==> src/rtl/core/assert_macros.svh <==
// Assertion macros shared by the RTL in this folder.
// Include by bare file name; no other dependencies.
`ifndef ASSERT_MACROS_SVH
`define ASSERT_MACROS_SVH

// Clocked assertion, disabled while the active-low reset is asserted.
`define ASSERT_RST(lbl, clk, rstn, prop, msg) \
  lbl: assert property (@(posedge clk) disable iff (!(rstn)) (prop)) else $error(msg);

// Same-cycle implication built on the macro above.
`define ASSERT_IMPLIES(lbl, clk, rstn, ante, cons, msg) \
  `ASSERT_RST(lbl, clk, rstn, (ante) |-> (cons), msg)

`endif

==> src/rtl/core/spr_pkg.sv <==
// Package for the sync pulse run detector: fixed widths, register indexes, defaults.
// No dependencies.
`timescale 1ns / 1ps

package spr_pkg;

  localparam int AVG_WINDOW     = 8;
  localparam int SLOT_W         = $clog2(AVG_WINDOW);
  localparam int FILL_W         = SLOT_W + 1;
  localparam int SAMPLE_W       = 8;
  localparam int WSUM_W         = SAMPLE_W + SLOT_W;
  localparam int POS_OUT_W      = 32;
  localparam int THR_W          = 9;
  localparam int PLEN_W         = 10;
  localparam int CFG_IDX_W      = 2;
  localparam int CFG_DATA_W     = 10;

  localparam int PULSE_LEN_MAX_DEF = 1023;
  localparam int POSITION_BITS_DEF = 32;

  typedef logic [CFG_IDX_W-1:0] cfg_idx_t;

  localparam cfg_idx_t REG_DARK_THR   = 2'd0;
  localparam cfg_idx_t REG_BRIGHT_THR = 2'd1;
  localparam cfg_idx_t REG_MIN_LEN    = 2'd2;
  localparam cfg_idx_t REG_MAX_LEN    = 2'd3;

  localparam logic [THR_W-1:0]  DARK_THR_RST   = 9'd128;
  localparam logic [THR_W-1:0]  BRIGHT_THR_RST = 9'd192;
  localparam logic [PLEN_W-1:0] MIN_LEN_RST    = 10'd20;
  localparam logic [PLEN_W-1:0] MAX_LEN_RST    = 10'd100;

endpackage

==> src/rtl/core/sync_pulse_run_detector.sv <==
// Top level of the sync pulse run detector: moving average, dark/bright run tracking.
// Depends on spr_pkg and assert_macros.svh.
`timescale 1ns / 1ps

// One sample in, one result out. One shared restoring divider makes one quotient
// bit per cycle. It produces the 8-bit average and then each run mean in turn.
// The input is not ready while a sample is in work. The result sits in an output
// register, so a new sample is taken while the previous result still waits. The
// run update of that new sample holds until the waiting result has left, so a
// stalled result side holds up that sample. Positions count from zero after
// reset and wrap at POSITION_BITS; reported positions are the low 32 bits.
// Configuration writes are taken at any time but belong in idle periods.
`include "assert_macros.svh"

module sync_pulse_run_detector
  import spr_pkg::*;
#(
  parameter int PULSE_LEN_MAX = PULSE_LEN_MAX_DEF,
  parameter int POSITION_BITS = POSITION_BITS_DEF
) (
  input  logic                  clk_i,
  input  logic                  rst_ni,
  // configuration
  input  logic                  cfg_we_i,
  input  cfg_idx_t              cfg_idx_i,
  input  logic [CFG_DATA_W-1:0] cfg_wdata_i,
  // sample channel
  input  logic                  in_valid_i,
  output logic                  in_ready_o,
  input  logic [SAMPLE_W-1:0]   sample_i,
  // result channel
  output logic                  out_valid_o,
  input  logic                  out_ready_i,
  output logic [SAMPLE_W-1:0]   smoothed_o,
  output logic                  dark_found_o,
  output logic [POS_OUT_W-1:0]  dark_start_pos_o,
  output logic [SAMPLE_W-1:0]   dark_mean_o,
  output logic                  bright_found_o,
  output logic [POS_OUT_W-1:0]  bright_end_pos_o,
  output logic [SAMPLE_W-1:0]   bright_mean_o
);

  localparam int LEN_W  = $clog2(PULSE_LEN_MAX + 1);
  localparam int SUM_W  = LEN_W + SAMPLE_W;
  localparam int CMP_W  = (LEN_W > PLEN_W) ? LEN_W : PLEN_W;
  localparam int STEP_W = $clog2(SAMPLE_W);
  localparam int PB     = POSITION_BITS;
  localparam logic [LEN_W-1:0]  LEN_MAX   = LEN_W'(PULSE_LEN_MAX);
  localparam logic [STEP_W-1:0] STEP_LAST = STEP_W'(SAMPLE_W - 1);

  typedef enum logic [2:0] {
    S_IDLE, S_AVG, S_RUN, S_DMEAN, S_BMEAN, S_DONE
  } state_e;

  state_e               state_q;

  // configuration
  logic [THR_W-1:0]     dark_thr_q, bright_thr_q;
  logic [PLEN_W-1:0]    min_len_q, max_len_q;

  // moving-average window
  logic [SAMPLE_W-1:0]  win_q [AVG_WINDOW];
  logic [WSUM_W-1:0]    wsum_q;
  logic [FILL_W-1:0]    fill_q;
  logic [PB-1:0]        index_q, pos_q;

  // run trackers
  logic                 dk_active_q, br_active_q;
  logic [PB-1:0]        dk_start_q;
  logic [LEN_W-1:0]     dk_len_q, br_len_q;
  logic [SUM_W-1:0]     dk_sum_q, br_sum_q;
  logic [SUM_W-1:0]     br_num_q;
  logic [LEN_W-1:0]     br_den_q;

  // shared divider
  logic [SUM_W-1:0]     rem_q, dsr_q;
  logic [SAMPLE_W-1:0]  quo_q;
  logic [STEP_W-1:0]    step_q;

  logic [SAMPLE_W-1:0]  m_q;

  // output register
  logic                 out_valid_q;
  logic [SAMPLE_W-1:0]  smoothed_q, dk_mean_q, br_mean_q;
  logic                 dk_found_q, br_found_q;
  logic [POS_OUT_W-1:0] dk_pos_q, br_pos_q;

  // ---------------------------------------------------------------------------
  // Combinational helpers
  // ---------------------------------------------------------------------------
  logic                 in_fire;
  logic [SLOT_W-1:0]    slot;
  logic                 win_full;
  logic [WSUM_W-1:0]    wsum_d;
  logic [FILL_W-1:0]    div_avg;
  logic [SUM_W-1:0]     rem_d;
  logic [SAMPLE_W-1:0]  quo_d;
  logic                 div_last;

  logic                 is_dark, is_bright;
  logic [LEN_W-1:0]     dk_blen, br_blen, dk_nlen, br_nlen;
  logic [SUM_W-1:0]     dk_bsum, br_bsum, dk_nsum, br_nsum;
  logic                 dk_qual, br_qual, dk_end, br_end;
  logic [PB+POS_OUT_W-1:0] dk_pos_ext, br_pos_ext;

  function automatic logic len_ok(input logic [LEN_W-1:0]  len,
                                  input logic [PLEN_W-1:0] lo,
                                  input logic [PLEN_W-1:0] hi);
    logic [CMP_W-1:0] l;
    l = CMP_W'(len);
    // a saturated counter never qualifies
    return (len != '0) && (len != LEN_MAX) && (l >= CMP_W'(lo)) && (l <= CMP_W'(hi));
  endfunction

  assign in_fire  = in_valid_i && in_ready_o;
  assign slot     = index_q[SLOT_W-1:0];
  assign win_full = (fill_q == FILL_W'(AVG_WINDOW));

  always_comb begin
    wsum_d = wsum_q + WSUM_W'(sample_i);
    if (win_full) begin
      wsum_d = wsum_d - WSUM_W'(win_q[slot]);
    end
    div_avg = (fill_q >= FILL_W'(AVG_WINDOW - 1)) ? FILL_W'(AVG_WINDOW) : fill_q + 1'b1;
  end

  // one restoring-division step
  always_comb begin
    if (rem_q >= dsr_q) begin
      rem_d = rem_q - dsr_q;
      quo_d = {quo_q[SAMPLE_W-2:0], 1'b1};
    end else begin
      rem_d = rem_q;
      quo_d = {quo_q[SAMPLE_W-2:0], 1'b0};
    end
    div_last = (step_q == STEP_LAST);
  end

  always_comb begin
    is_dark   = {1'b0, m_q} < dark_thr_q;
    is_bright = {1'b0, m_q} >= bright_thr_q;

    dk_blen = dk_active_q ? dk_len_q : '0;
    dk_bsum = dk_active_q ? dk_sum_q : '0;
    br_blen = br_active_q ? br_len_q : '0;
    br_bsum = br_active_q ? br_sum_q : '0;

    dk_nlen = (dk_blen == LEN_MAX) ? dk_blen : dk_blen + 1'b1;
    dk_nsum = (dk_blen == LEN_MAX) ? dk_bsum : dk_bsum + SUM_W'(m_q);
    br_nlen = (br_blen == LEN_MAX) ? br_blen : br_blen + 1'b1;
    br_nsum = (br_blen == LEN_MAX) ? br_bsum : br_bsum + SUM_W'(m_q);

    dk_qual = len_ok(dk_len_q, min_len_q, max_len_q);
    br_qual = len_ok(br_len_q, min_len_q, max_len_q);
    dk_end  = !is_dark && dk_active_q && dk_qual;
    br_end  = !is_bright && br_active_q && br_qual;

    dk_pos_ext = {{POS_OUT_W{1'b0}}, dk_start_q};
    br_pos_ext = {{POS_OUT_W{1'b0}}, pos_q};
  end

  // ---------------------------------------------------------------------------
  // Window storage
  // ---------------------------------------------------------------------------
  always_ff @(posedge clk_i) begin
    if (in_fire) begin
      win_q[slot] <= sample_i;
    end
  end

  // ---------------------------------------------------------------------------
  // Sequencer, state and output register
  // ---------------------------------------------------------------------------
  always_ff @(posedge clk_i or negedge rst_ni) begin
    if (!rst_ni) begin
      state_q      <= S_IDLE;
      dark_thr_q   <= DARK_THR_RST;
      bright_thr_q <= BRIGHT_THR_RST;
      min_len_q    <= MIN_LEN_RST;
      max_len_q    <= MAX_LEN_RST;
      wsum_q       <= '0;
      fill_q       <= '0;
      index_q      <= '0;
      pos_q        <= '0;
      dk_active_q  <= 1'b0;
      dk_start_q   <= '0;
      dk_len_q     <= '0;
      dk_sum_q     <= '0;
      br_active_q  <= 1'b0;
      br_len_q     <= '0;
      br_sum_q     <= '0;
      br_num_q     <= '0;
      br_den_q     <= '0;
      rem_q        <= '0;
      dsr_q        <= '0;
      quo_q        <= '0;
      step_q       <= '0;
      m_q          <= '0;
      out_valid_q  <= 1'b0;
      smoothed_q   <= '0;
      dk_found_q   <= 1'b0;
      dk_pos_q     <= '0;
      dk_mean_q    <= '0;
      br_found_q   <= 1'b0;
      br_pos_q     <= '0;
      br_mean_q    <= '0;
    end else begin
      if (cfg_we_i) begin
        unique case (cfg_idx_i)
          REG_DARK_THR:   dark_thr_q   <= THR_W'(cfg_wdata_i);
          REG_BRIGHT_THR: bright_thr_q <= THR_W'(cfg_wdata_i);
          REG_MIN_LEN:    min_len_q    <= cfg_wdata_i;
          REG_MAX_LEN:    max_len_q    <= cfg_wdata_i;
          default: ;
        endcase
      end

      if (out_valid_q && out_ready_i) begin
        out_valid_q <= 1'b0;
      end

      unique case (state_q)
        S_IDLE: begin
          if (in_fire) begin
            wsum_q  <= wsum_d;
            if (!win_full) begin
              fill_q <= fill_q + 1'b1;
            end
            pos_q   <= index_q;
            index_q <= index_q + 1'b1;
            rem_q   <= SUM_W'(wsum_d);
            dsr_q   <= SUM_W'({div_avg, {(SAMPLE_W-1){1'b0}}});
            quo_q   <= '0;
            step_q  <= '0;
            state_q <= S_AVG;
          end
        end

        S_AVG: begin
          rem_q  <= rem_d;
          quo_q  <= quo_d;
          dsr_q  <= dsr_q >> 1;
          step_q <= step_q + 1'b1;
          if (div_last) begin
            m_q     <= quo_d;
            state_q <= S_RUN;
          end
        end

        S_RUN: begin
          // the output register is loaded here, so wait for the previous result to leave
          if (!out_valid_q || out_ready_i) begin
            // dark run
            if (is_dark) begin
              if (!dk_active_q) begin
                dk_start_q <= pos_q;
              end
              dk_active_q <= 1'b1;
              dk_len_q    <= dk_nlen;
              dk_sum_q    <= dk_nsum;
            end else if (dk_active_q) begin
              dk_active_q <= 1'b0;
              dk_len_q    <= '0;
              dk_sum_q    <= '0;
            end

            // bright run
            if (is_bright) begin
              br_active_q <= 1'b1;
              br_len_q    <= br_nlen;
              br_sum_q    <= br_nsum;
            end else if (br_active_q) begin
              br_active_q <= 1'b0;
              br_len_q    <= '0;
              br_sum_q    <= '0;
            end
            br_num_q <= br_sum_q;
            br_den_q <= br_len_q;

            smoothed_q <= m_q;
            dk_found_q <= dk_end;
            dk_pos_q   <= dk_end ? dk_pos_ext[POS_OUT_W-1:0] : '0;
            dk_mean_q  <= '0;
            br_found_q <= br_end;
            br_pos_q   <= br_end ? br_pos_ext[POS_OUT_W-1:0] : '0;
            br_mean_q  <= '0;

            quo_q  <= '0;
            step_q <= '0;
            if (dk_end) begin
              rem_q   <= dk_sum_q;
              dsr_q   <= {1'b0, dk_len_q, {(SAMPLE_W-1){1'b0}}};
              state_q <= S_DMEAN;
            end else if (br_end) begin
              rem_q   <= br_sum_q;
              dsr_q   <= {1'b0, br_len_q, {(SAMPLE_W-1){1'b0}}};
              state_q <= S_BMEAN;
            end else begin
              state_q <= S_DONE;
            end
          end
        end

        S_DMEAN: begin
          if (div_last) begin
            dk_mean_q <= quo_d;
            quo_q     <= '0;
            step_q    <= '0;
            if (br_found_q) begin
              rem_q   <= br_num_q;
              dsr_q   <= {1'b0, br_den_q, {(SAMPLE_W-1){1'b0}}};
              state_q <= S_BMEAN;
            end else begin
              state_q <= S_DONE;
            end
          end else begin
            rem_q  <= rem_d;
            quo_q  <= quo_d;
            dsr_q  <= dsr_q >> 1;
            step_q <= step_q + 1'b1;
          end
        end

        S_BMEAN: begin
          rem_q  <= rem_d;
          quo_q  <= quo_d;
          dsr_q  <= dsr_q >> 1;
          step_q <= step_q + 1'b1;
          if (div_last) begin
            br_mean_q <= quo_d;
            state_q   <= S_DONE;
          end
        end

        S_DONE: begin
          // hand the finished result to the output register once it is free
          if (!out_valid_q || out_ready_i) begin
            out_valid_q <= 1'b1;
            state_q     <= S_IDLE;
          end
        end

        default: state_q <= S_IDLE;
      endcase
    end
  end

  // a new transaction is taken whenever the sequencer is idle; S_RUN holds off
  // loading the output register until the previous result has left
  assign in_ready_o       = (state_q == S_IDLE);
  assign out_valid_o      = out_valid_q;
  assign smoothed_o       = smoothed_q;
  assign dark_found_o     = dk_found_q;
  assign dark_start_pos_o = dk_pos_q;
  assign dark_mean_o      = dk_mean_q;
  assign bright_found_o   = br_found_q;
  assign bright_end_pos_o = br_pos_q;
  assign bright_mean_o    = br_mean_q;

  // ---------------------------------------------------------------------------
  // Assertions
  // ---------------------------------------------------------------------------
  `ASSERT_RST(a_accept_starts_avg, clk_i, rst_ni, in_fire |=> (state_q == S_AVG), "accepted sample did not start averaging")
  `ASSERT_IMPLIES(a_dark_idle_clear, clk_i, rst_ni, !dk_active_q, (dk_len_q == '0) && (dk_sum_q == '0), "idle dark run holds length or sum")
  `ASSERT_IMPLIES(a_bright_idle_clear, clk_i, rst_ni, !br_active_q, (br_len_q == '0) && (br_sum_q == '0), "idle bright run holds length or sum")
  `ASSERT_IMPLIES(a_idle_step_zero, clk_i, rst_ni, in_ready_o, step_q == '0, "divider step count not reset in idle")

endmodule

==> config.mk <==
export PLATFORM = sky130hd
export DESIGN_NAME = sync_pulse_run_detector
export DESIGN_NICKNAME = d
export VERILOG_FILES = /design/src/rtl/core/spr_pkg.sv /design/src/rtl/core/sync_pulse_run_detector.sv
export VERILOG_INCLUDE_DIRS = /design/src /design/src/rtl/core
export SDC_FILE = /design/constraint.sdc
export NUM_CORES = 1
export LEC_CHECK = 0
export BUFFER_PORTS_ARGS = -buffer_cell sky130_fd_sc_hd__buf_2
export CORE_MARGIN = 4
export CORE_UTILIZATION = 45
export CTS_BUF_LIST = sky130_fd_sc_hd__clkbuf_4
export DETAILED_ROUTE_END_ITERATION = 10
export GPL_TIMING_DRIVEN = 0
export PLACE_DENSITY = 0.59
export SYNTH_ARGS = -nofsm -noshare
export SYNTH_HDL_FRONTEND = slang
export SYNTH_SLANG_ARGS = --single-unit
==> constraint.sdc <==
create_clock -name clk_i -period 4.3 [get_ports clk_i]
set_input_delay 0.645 -clock clk_i [delete_from_list [all_inputs] [get_ports clk_i]]
set_output_delay 0.645 -clock clk_i [all_outputs]
set_load 0.005 [all_outputs]
# Word-level counts from Yosys, hierarchy flattened
# Memory sizes are Yosys's and may differ from the RTL's.
# Index checks and enable logic that the tools add are counted.
[classes]
n_addsub = 10
n_lt_le_gt_ge = 8
n_eq_ne = 22
muxes = 63
bitwise = 2
reduce_logical = 42
[ops]
columns = ["op", "n"]
rows = [
  ["two-way mux 18 bit", 21],
  ["one-hot mux 18 bit (4 select lines)", 2],
  ["two-way mux 10 bit", 8],
  ["two-way mux 32 bit", 2],
  ["adder 18 x 8 -> 18 bit", 2],
  ["adder 32 x 1 -> 32 bit, second input constant", 1],
  ["one-hot mux 8 bit (2 select lines)", 2],
  ["one-hot mux 7 bit (4 select lines)", 1],
  ["two-way mux 3 bit", 9],
  ["adder 10 x 1 -> 10 bit, second input constant", 2],
  ["== test 10 bit, second input constant", 2],
  ["greater-or-equal comparator 10 bit", 2],
  ["less-or-equal comparator 10 bit", 2],
  ["!= test 10 bit, second input constant", 2],
  ["nonzero test 10 bit", 2],
  ["greater-or-equal comparator 18 bit", 1],
  ["one-hot mux 3 bit (6 select lines)", 1],
  ["AND reduction 3 bit", 6],
  ["subtractor 18 bit", 1],
  ["two-way mux 8 bit", 2],
  ["two-way mux 7 bit", 2],
  ["AND reduction 2 bit", 7],
  ["logical AND 1 bit", 12],
  ["one-hot mux 3 bit (4 select lines)", 1],
  ["other kinds (30)", 54],
]
[totals]
register_bits = 383
mem_bits_rw = 64
inputBits = 25
out_inout_bits = 92
word_cells = 179
n_memories = 1
[memory_table]
columns = ["name", "words", "width", "read_ports", "rd_clocked_by_memory_dff", "write_ports", "line_no", "text"]
rows = [
  ["win_q", 8, 8, 1, 0, 1, "sync_pulse_run_detector.sv:62", "logic [SAMPLE_W-1:0] win_q [AVG_WINDOW];"],
]

# Logic depth before layout (Yosys ltp)
# Gate-level depths: netlist of run 1.
[logic_depth]
word_depth = 9
mapped_depth = 15
depth_no_buf = 15

# Worst setup path before layout of run 1
# No wires, ideal clock.
[synth_timing]
path_kind = "in2reg"
start = "input port sample_i[2]"
end = "register rem_q[10]"
setup_time_ns = 0.092
arrival_ns = 3.831
required_time_ns = 4.208
slack_ns = 0.377
cell_stages = 13
path_buffers = 0
path_cell_list = "ha_1 > o21a_1 > a2111oi_0 > o31ai_1 > xor2_1 > ha_1 > or4_1 > o21ai_1 > mux2_2 > o21ai_1 > xor2_1 > nor2_1 > o31ai_2"
[synth_between]
elab_chain_cells = 5
[synth_rtl]
columns = ["element", "line_no", "text"]
rows = [
  ["start, declared", "sync_pulse_run_detector.sv:30", "input logic [SAMPLE_W-1:0] sample_i,"],
  ["adder 11 x 8 -> 11 bit (*)", "sync_pulse_run_detector.sv:120", "wsum_d = wsum_q + WSUM_W'(sample_i);"],
  ["subtractor 11 x 8 -> 11 bit", "sync_pulse_run_detector.sv:122", "wsum_d = wsum_d - WSUM_W'(win_q[slot]);"],
  ["two-way mux 11 bit (*)", "sync_pulse_run_detector.sv:121", "if (win_full) begin"],
  ["two-way mux 18 bit (*)", "sync_pulse_run_detector.sv:224", "if (in_fire) begin"],
  ["one-hot mux 18 bit (4 select lines) (*)", "sync_pulse_run_detector.sv:222", "unique case (state_q)"],
  ["end signal, assigned", "sync_pulse_run_detector.sv:231", "rem_q <= SUM_W'(wsum_d);"],
  ["end signal, assigned", "sync_pulse_run_detector.sv:240", "rem_q <= rem_d;"],
  ["end signal, assigned", "sync_pulse_run_detector.sv:291", "rem_q <= dk_sum_q;"],
  ["end, declared", "sync_pulse_run_detector.sv:76", "logic [SUM_W-1:0] rem_q, dsr_q;"],
]
# Every way passes the cells marked *; elsewhere a longest branch is shown, timed or not. The select of a mux whose other input is x is not followed.
# A chain may end at the register's enable or synchronous reset.

# Worst setup path after layout of run 1
# Same ends and word-level chain as after synthesis.

==> results of run 1 <==
through the flow:
step           hold slack [ns]   TNS, ns  instances  power, uW  area, sq um
2_1_floorplan            0.349         0       2232      10100        23000
3_3_place_gp             0.459  -1884.38       3020      12000        24400
3_5_place_dp             0.466    -0.880       3025      12200        24600
4_1_cts                0.00595         0       3254      16100        26200
5_1_grt                0.00937         0       3257      17100        26300
6_report                0.0680         0       3260      16100        26300
registers in the layout (all words and copies together), names as in the netlist, 10 cells and up:
register and cells:
wsum_q 11, min_len_q 10, br_sum_q 18, max_len_q 10
dk_len_q 10, rem_q 18, pos_q 32, dark_start_pos_o 32
br_num_q 18, br_len_q 10, dk_start_q 32, bright_end_pos_o 32
br_den_q 10, win_q 64, index_q 32, dk_sum_q 18
dsr_q 17
synthesized netlist by cell type (38+ instances only):
cell type / number / area, sq um
sky130_fd_sc_hd__clkbuf_1: 72 / 270
sky130_fd_sc_hd__nand3_1: 46 / 230
sky130_fd_sc_hd__dfrtp_1: 374 / 9360
sky130_fd_sc_hd__inv_1: 88 / 330
sky130_fd_sc_hd__nand2_1: 419 / 1570
sky130_fd_sc_hd__mux2i_1: 38 / 380
sky130_fd_sc_hd__a22o_1: 62 / 543
sky130_fd_sc_hd__ha_1: 111 / 1390
sky130_fd_sc_hd__edfxtp_1: 64 / 1920
sky130_fd_sc_hd__a21oi_1: 79 / 395
sky130_fd_sc_hd__xnor2_1: 47 / 412
sky130_fd_sc_hd__nor2_1: 78 / 293
sky130_fd_sc_hd__mux2_2: 93 / 1050
sky130_fd_sc_hd__o21ai_0: 159 / 796
repair_timing:
action / in CTS / in global routing
hold buffers: 13 / 0
setup endpoints to repair: 3 / 4
gates resized for setup: 4 / 12
endpoints found under the hold margin: 148 / 0
final cells by class:
class,instances,share of cell area [%]
well taps,672,3.20
inverters,88,1.26
clock buffers,172,4.91
flip-flops and latches,446,43.7
diodes,6,0.0571
clock inverters,44,0.905
multi-input cells,1591,41.0
plain buffers,107,1.85
repair buffers,134,3.11
power by group through the flow:
stage	Clock [uW]	Sequential, uW	Combinational (uW)
finish	3810	5420	6830
global route	4120	5470	7530
CTS	3910	5410	6770
detailed placement	0	5480	6720
global placement	0	5460	6530
floorplan	0	5260	4820
path summary, 6_finish.rpt:
check / startpoint / slack, ns / end
min in group asynchronous: rst_ni / 0.36 / max_len_q[3]$_DFFE_PN0P_
worst min register to register: dk_start_q[21]$_DFFE_PN0P_ / 0.46 / dark_start_pos_o[21]$_DFFE_PN0P_
worst max-delay path: sample_i[2] / 0.23 / rem_q[10]$_DFFE_PN0P_
max in group asynchronous: rst_ni / 2.56 / dk_start_q[18]$_DFFE_PN0P_
worst max register to register: wsum_q[1]$_DFFE_PN0P_ / 0.26 / rem_q[10]$_DFFE_PN0P_
worst min-delay path: cfg_wdata_i[0] / 0.07 / max_len_q[0]$_DFFE_PN0P_
layer usage:
layer / up-vias / wire, microns
met1: 9217 / 29600
met3: 166 / 5120
li1: 8628 / -
met5: - / 0
met2: 648 / 32300
met4: 0 / 2920
critical path: stages:
cell                            delay (ns)
sky130_fd_sc_hd__dlygate4sd3_1        0.54
sky130_fd_sc_hd__buf_2                0.18
sky130_fd_sc_hd__ha_1                 0.36
sky130_fd_sc_hd__o21a_1               0.26
sky130_fd_sc_hd__a2111oi_4            0.40
sky130_fd_sc_hd__o31ai_1              0.14
sky130_fd_sc_hd__xor2_1               0.17
sky130_fd_sc_hd__ha_1                 0.26
sky130_fd_sc_hd__or4_1                0.53
sky130_fd_sc_hd__o21ai_1              0.28
sky130_fd_sc_hd__mux2_2               0.37
sky130_fd_sc_hd__o21ai_1              0.20
sky130_fd_sc_hd__xor2_1               0.25
sky130_fd_sc_hd__nor2_1               0.13
sky130_fd_sc_hd__o31ai_2              0.19
cells by family after synthesis:
kind of cell             count (synthesis)  synth area share, %
flip-flops                             446                 49.9
AO/OA/AOI/OAI                          531                 15.4
adder cells (fa/ha/maj)                116                 6.47
multiplexers                           147                 7.77
buffers and inverters                  195                 3.50
XOR/XNOR                                71                 2.70
AND/OR/NAND/NOR                        726                 14.2
cell usage in the layout, fill, tap and decap left out, types with 19 or more instances in the layout:
cell	netlist	layout
sky130_fd_sc_hd__nand2_1	419	419
sky130_fd_sc_hd__dfrtp_1	374	374
sky130_fd_sc_hd__clkbuf_4	0	173
sky130_fd_sc_hd__o21ai_0	159	159
sky130_fd_sc_hd__buf_2	12	127
sky130_fd_sc_hd__ha_1	111	111
sky130_fd_sc_hd__mux2_2	93	93
sky130_fd_sc_hd__inv_1	88	88
sky130_fd_sc_hd__a21oi_1	79	79
sky130_fd_sc_hd__nor2_1	78	78
sky130_fd_sc_hd__clkbuf_1	72	68
sky130_fd_sc_hd__edfxtp_1	64	64
sky130_fd_sc_hd__a22o_1	62	62
sky130_fd_sc_hd__xnor2_1	47	47
sky130_fd_sc_hd__nand3_1	46	46
sky130_fd_sc_hd__mux2i_1	38	38
sky130_fd_sc_hd__clkinv_1	0	33
sky130_fd_sc_hd__a31oi_1	31	31
sky130_fd_sc_hd__and2_1	29	29
sky130_fd_sc_hd__nor3_1	32	29
sky130_fd_sc_hd__a21o_1	28	28
sky130_fd_sc_hd__xor2_1	24	24
sky130_fd_sc_hd__and3_1	23	23
sky130_fd_sc_hd__nand4_1	19	19
==> flow_summary.ini, run 1 <==
[status]
run_status = finished clean

[power_and_ir_drop]
sw_frac_of_total_pct = 41.0
power.sequential.fraction_pct = 33.7
internal-power_uw = 9470
comb_power_share_pct = 42.6
clockPowerShare_pct = 23.7
total_leakage_power_uw = 0.0124
max-vdd-ir-drop_mv = 0.307
p_sw_uw = 6580
powerDensity_nw_per_um2 = 611

[synth]
synth_flop_cell = sky130_fd_sc_hd__dfrtp_1
ys_ff_latch = 446
synth_edf_count = 64
synthesis.area_sq_um = 23000
synth_area_per_cell_sq_um = 10.3
synthesis.instances = 2232
yosysSeqAreaShare_pct = 49.9
synth-async-reset-ratio_pct = 85.7
ys_types = 84
yosys_warnings = 0
mappedNetlistNets = 2373

[layout]
area_overhead_of_the_layout_relative_to_synthesis_pct = 14.1
finalNetCount = 2629
nFillCells = 4659
seq_area_sq_um = 11500
final_layout_size_suffix_gt1_share_pct = 18.6
multi_input_area_sq_um = 10800
final_util_pct = 52.2

[placement]
gp_congestion = 0.915
place_worst_setup_slack_ns = -0.480
port_buffers = 116
hpwlAfterDp_mm = 50.8

[cts]
worst_skew_pair.late_latency_ns = 0.95
clock_sinks = 446
htreeDepth = 3
cts.reportedPaths.clkPinSlew_ns = 0.07
clock_buffers_created_by_tritoncts = 120
cts_tree = built
post-cts-setup-buffers = 0
cts_max_path_buffers = 3
cts_root_buffer = sky130_fd_sc_hd__clkbuf_4

[sta]
worst_slew_pin_slew_ns = 1.08
setup_viol_count_final = 0
fin_worst_skew_ns = 0.0870
fin_crit_sh_pct = 94.5
rsz0062_at_grt = no
clock.fmax_ghz = 0.246
relSlewSlack_pct = 27.9
timing_max_transition_violations_final = 0
final-hold-violation-count = 0
final_period_minus_worst_setup_slack_ns = 4.07
timing.final.ws_setup_ns = 0.235

[floorplan]
fp.dieW_microns = 234
coreArea_sq_um = 50400
die-area_sq_um = 54900
floorplan.initialDensity_pct = 45.7
die_h_microns = 234
core.rowCount = 82
num_ports = 117

[detailed_routing]
routed_wl_mm = 70.0
number_of_design_rule_violations_left_after_detail_routing = 0
drt-initial-drc-count = 1295
wire_per_inst_microns = 21.5
vias = 18700
via_per_inst = 5.72
drtPass1Iterations = 8
ant_nets = 0

[worst_setup_path]
cp-end-kind = register
setup.worst_path.start_class = primary input
critical_path_required_ns = 5.15
critPathArrivalTime_ns = 4.92
cp_max_fo = 9
worst-setup-path-type = in2reg
reg2reg_depth = 13

[grt]
grtUsageMet2_pct = 40.8
grt_max_degree = 113
met3_usage_pct = 6.16
number_of_antenna_violations_at_the_first_check_in_global_routing = 6
globalRoute.totalOverflow = 0
grt_use_met1_pct = 33.4
grt-busiest-layer = met2
grt_pass1_wl_mm = 108
first_global_vias = 19100
grtUsageTotal_pct = 25.6

[min_path]
worstHoldPathCells = 2
min_path_type = in2reg

[run]
max_cap_viol_count = 0
Note: power is estimated with default switching activity, not from simulation.
==> inputs of run 2 (changes only) <==
- REMOVE_ABC_BUFFERS: not set -> 1
==> flow_summary.ini, run 2 (synthesis results as in run 1) <==
[layout]
final_util_pct = 52.2
seq_area_sq_um = 11500
multi_input_area_sq_um = 10900
final_layout_size_suffix_gt1_share_pct = 19.7
finalNetCount = 2540
nFillCells = 4566
fin_area_sq_um = 26300
largest_register_ffs = 64
final_cell_mix = sky130_fd_sc_hd__nand2_1, sky130_fd_sc_hd__dfrtp_1, sky130_fd_sc_hd__clkbuf_4, sky130_fd_sc_hd__o21ai_0, sky130_fd_sc_hd__buf_2
area_overhead_of_the_layout_relative_to_synthesis_pct = 14.1
max_flop_register = win_q
layout.cells.most_common = sky130_fd_sc_hd__nand2_1

[worst_setup_path]
cp-end-kind = register
worst-setup-path-type = in2reg
critPathArrivalTime_ns = 4.89
critPathMaxStageDelay_ns = 0.54
critPathBufInv = 2
critical_path_required_ns = 5.07
path_delay_family = compound AO/OA/AOI/OAI gates
cp_max_fo = 9
setup.worst_path.start_class = primary input
list_of_cells_traversed_by_the_critical_path = dlygate4sd3_1, buf_2, ha_1, o21a_1, a2111oi_2, o31ai_1, xor2_1, ha_1, or4_1, o21ai_2, mux2_2, o21ai_1, xor2_1, nor2_1, o31ai_2
slowest_stage = sky130_fd_sc_hd__or4_1

[min_path]
min_path_type = in2reg

[status]
run_status = finished clean

[placement]
place_area_sq_um = 24500
hpwlAfterDp_mm = 41.0
place_worst_setup_slack_ns = -0.446
port_buffers = 116
gp_congestion = 0.856

[floorplan]
die-area_sq_um = 54900
floorplan.initialDensity_pct = 45.7
die_h_microns = 234
num_ports = 117
fp.dieW_microns = 234
core.rowCount = 82
coreArea_sq_um = 50400

[grt]
grt_pass1_wl_mm = 99.0
globalRoute.totalOverflow = 0
grt_max_degree = 114
first_global_vias = 18000
number_of_antenna_violations_at_the_first_check_in_global_routing = 3
grtUsageTotal_pct = 22.7

[sta]
relSlewSlack_pct = 11.8
timing.final.ws_setup_ns = 0.185
clock.fmax_ghz = 0.243
rsz0062_at_grt = no
timing_max_transition_violations_final = 0
fin_worst_skew_ns = 0.0598
fin_crit_sh_pct = 95.7
final_period_minus_worst_setup_slack_ns = 4.12
worst_slack_on_hold_paths_ns = 0.0719
setup_viol_count_final = 0
final-hold-violation-count = 0
worst_slew_pin_slew_ns = 1.31

[detailed_routing]
ant_nets = 0
vias = 17900
via_per_inst = 5.63
drt-initial-drc-count = 1263
drtPass1Iterations = 6
wire_per_inst_microns = 19.2
number_of_design_rule_violations_left_after_detail_routing = 0
routed_wl_mm = 61.1

[cts]
cts_tree = built
htreeDepth = 3
clock_sinks = 446
cts.reportedPaths.clkPinSlew_ns = 0.06
worst_skew_pair.late_latency_ns = 0.89
cts_root_buffer = sky130_fd_sc_hd__clkbuf_4
cts_max_path_buffers = 3
clock_buffers_created_by_tritoncts = 119

[power_and_ir_drop]
report.power.total_uw = 15600
max-vdd-ir-drop_mv = 0.260
powerDensity_nw_per_um2 = 595
total_leakage_power_uw = 0.0124

[run]
max_cap_viol_count = 0
run 2: where the power goes:
part           total (uW)  internal, uW  switching [uW]
sequential           5580          4860             724
combinational        6250          2680            3580
clock                3810          1970            1840
run 2: what timing repair did:
| item | CTS | global route |
|---|---|---|
| hold buffers | 14 | 0 |
| resized for setup | 5 | 5 |
| endpoints found under the hold margin | 144 | 0 |
| endpoints found under the setup margin | 22 | 22 |
| setup buffers | 0 | 0 |
run 2: tightest hold or removal path, cell delays in order:
cell and delay (ns):
sky130_fd_sc_hd__buf_2 0.13, sky130_fd_sc_hd__nand2_1 0.05, sky130_fd_sc_hd__o21ai_0 0.06
run 2: stage by stage:
step	instances	setup TNS [ns]
CTS	3167	0
global placement	2913	-2896.68
finish	3174	0
global route	3174	0
floorplan	2125	-116.89
detailed placement	2933	-3.77
run 2: per-layer routing:
| metal | global-route usage (%) | vias to the layer above | part of all wire (%) |
|---|---|---|---|
| met5 | 0 | - | 0 |
| met4 | 7.78 | 0 | 2.9 |
| met3 | 5.05 | 108 | 6.1 |
| met2 | 35.6 | 529 | 46 |
| met1 | 31.2 | 8787 | 45 |
| li1 | - | 8455 | - |
run 2: area by class of cell:
class                   instances  area share (%)
diodes                          4          0.0381
clock buffers                 178            5.09
clock inverters                42           0.857
inverters                      88            1.26
multi-input cells            1591            41.4
flip-flops and latches        446            43.7
well taps                     672            3.20
repair buffers                153            4.44
run 2: final timing paths:
kind / endpoint / cells past startpoint / slack (ns) / from
worst max-delay path: rem_q[10]$_DFFE_PN0P_ / 15 / 0.18 / sample_i[2]
worst max register to register: br_sum_q[6]$_DFFE_PN0P_ / 9 / 0.19 / br_active_q$_DFFE_PN0P_
worst min register to register: smoothed_o[6]$_DFFE_PN0P_ / 2 / 0.48 / smoothed_o[6]$_DFFE_PN0P_
worst min-delay path: dark_thr_q[3]$_DFFE_PN0P_ / 3 / 0.07 / cfg_wdata_i[3]
min in group asynchronous: smoothed_o[7]$_DFFE_PN0P_ / 2 / 0.38 / rst_ni
max in group asynchronous: index_q[0]$_DFFE_PN0P_ / 4 / 2.42 / rst_ni
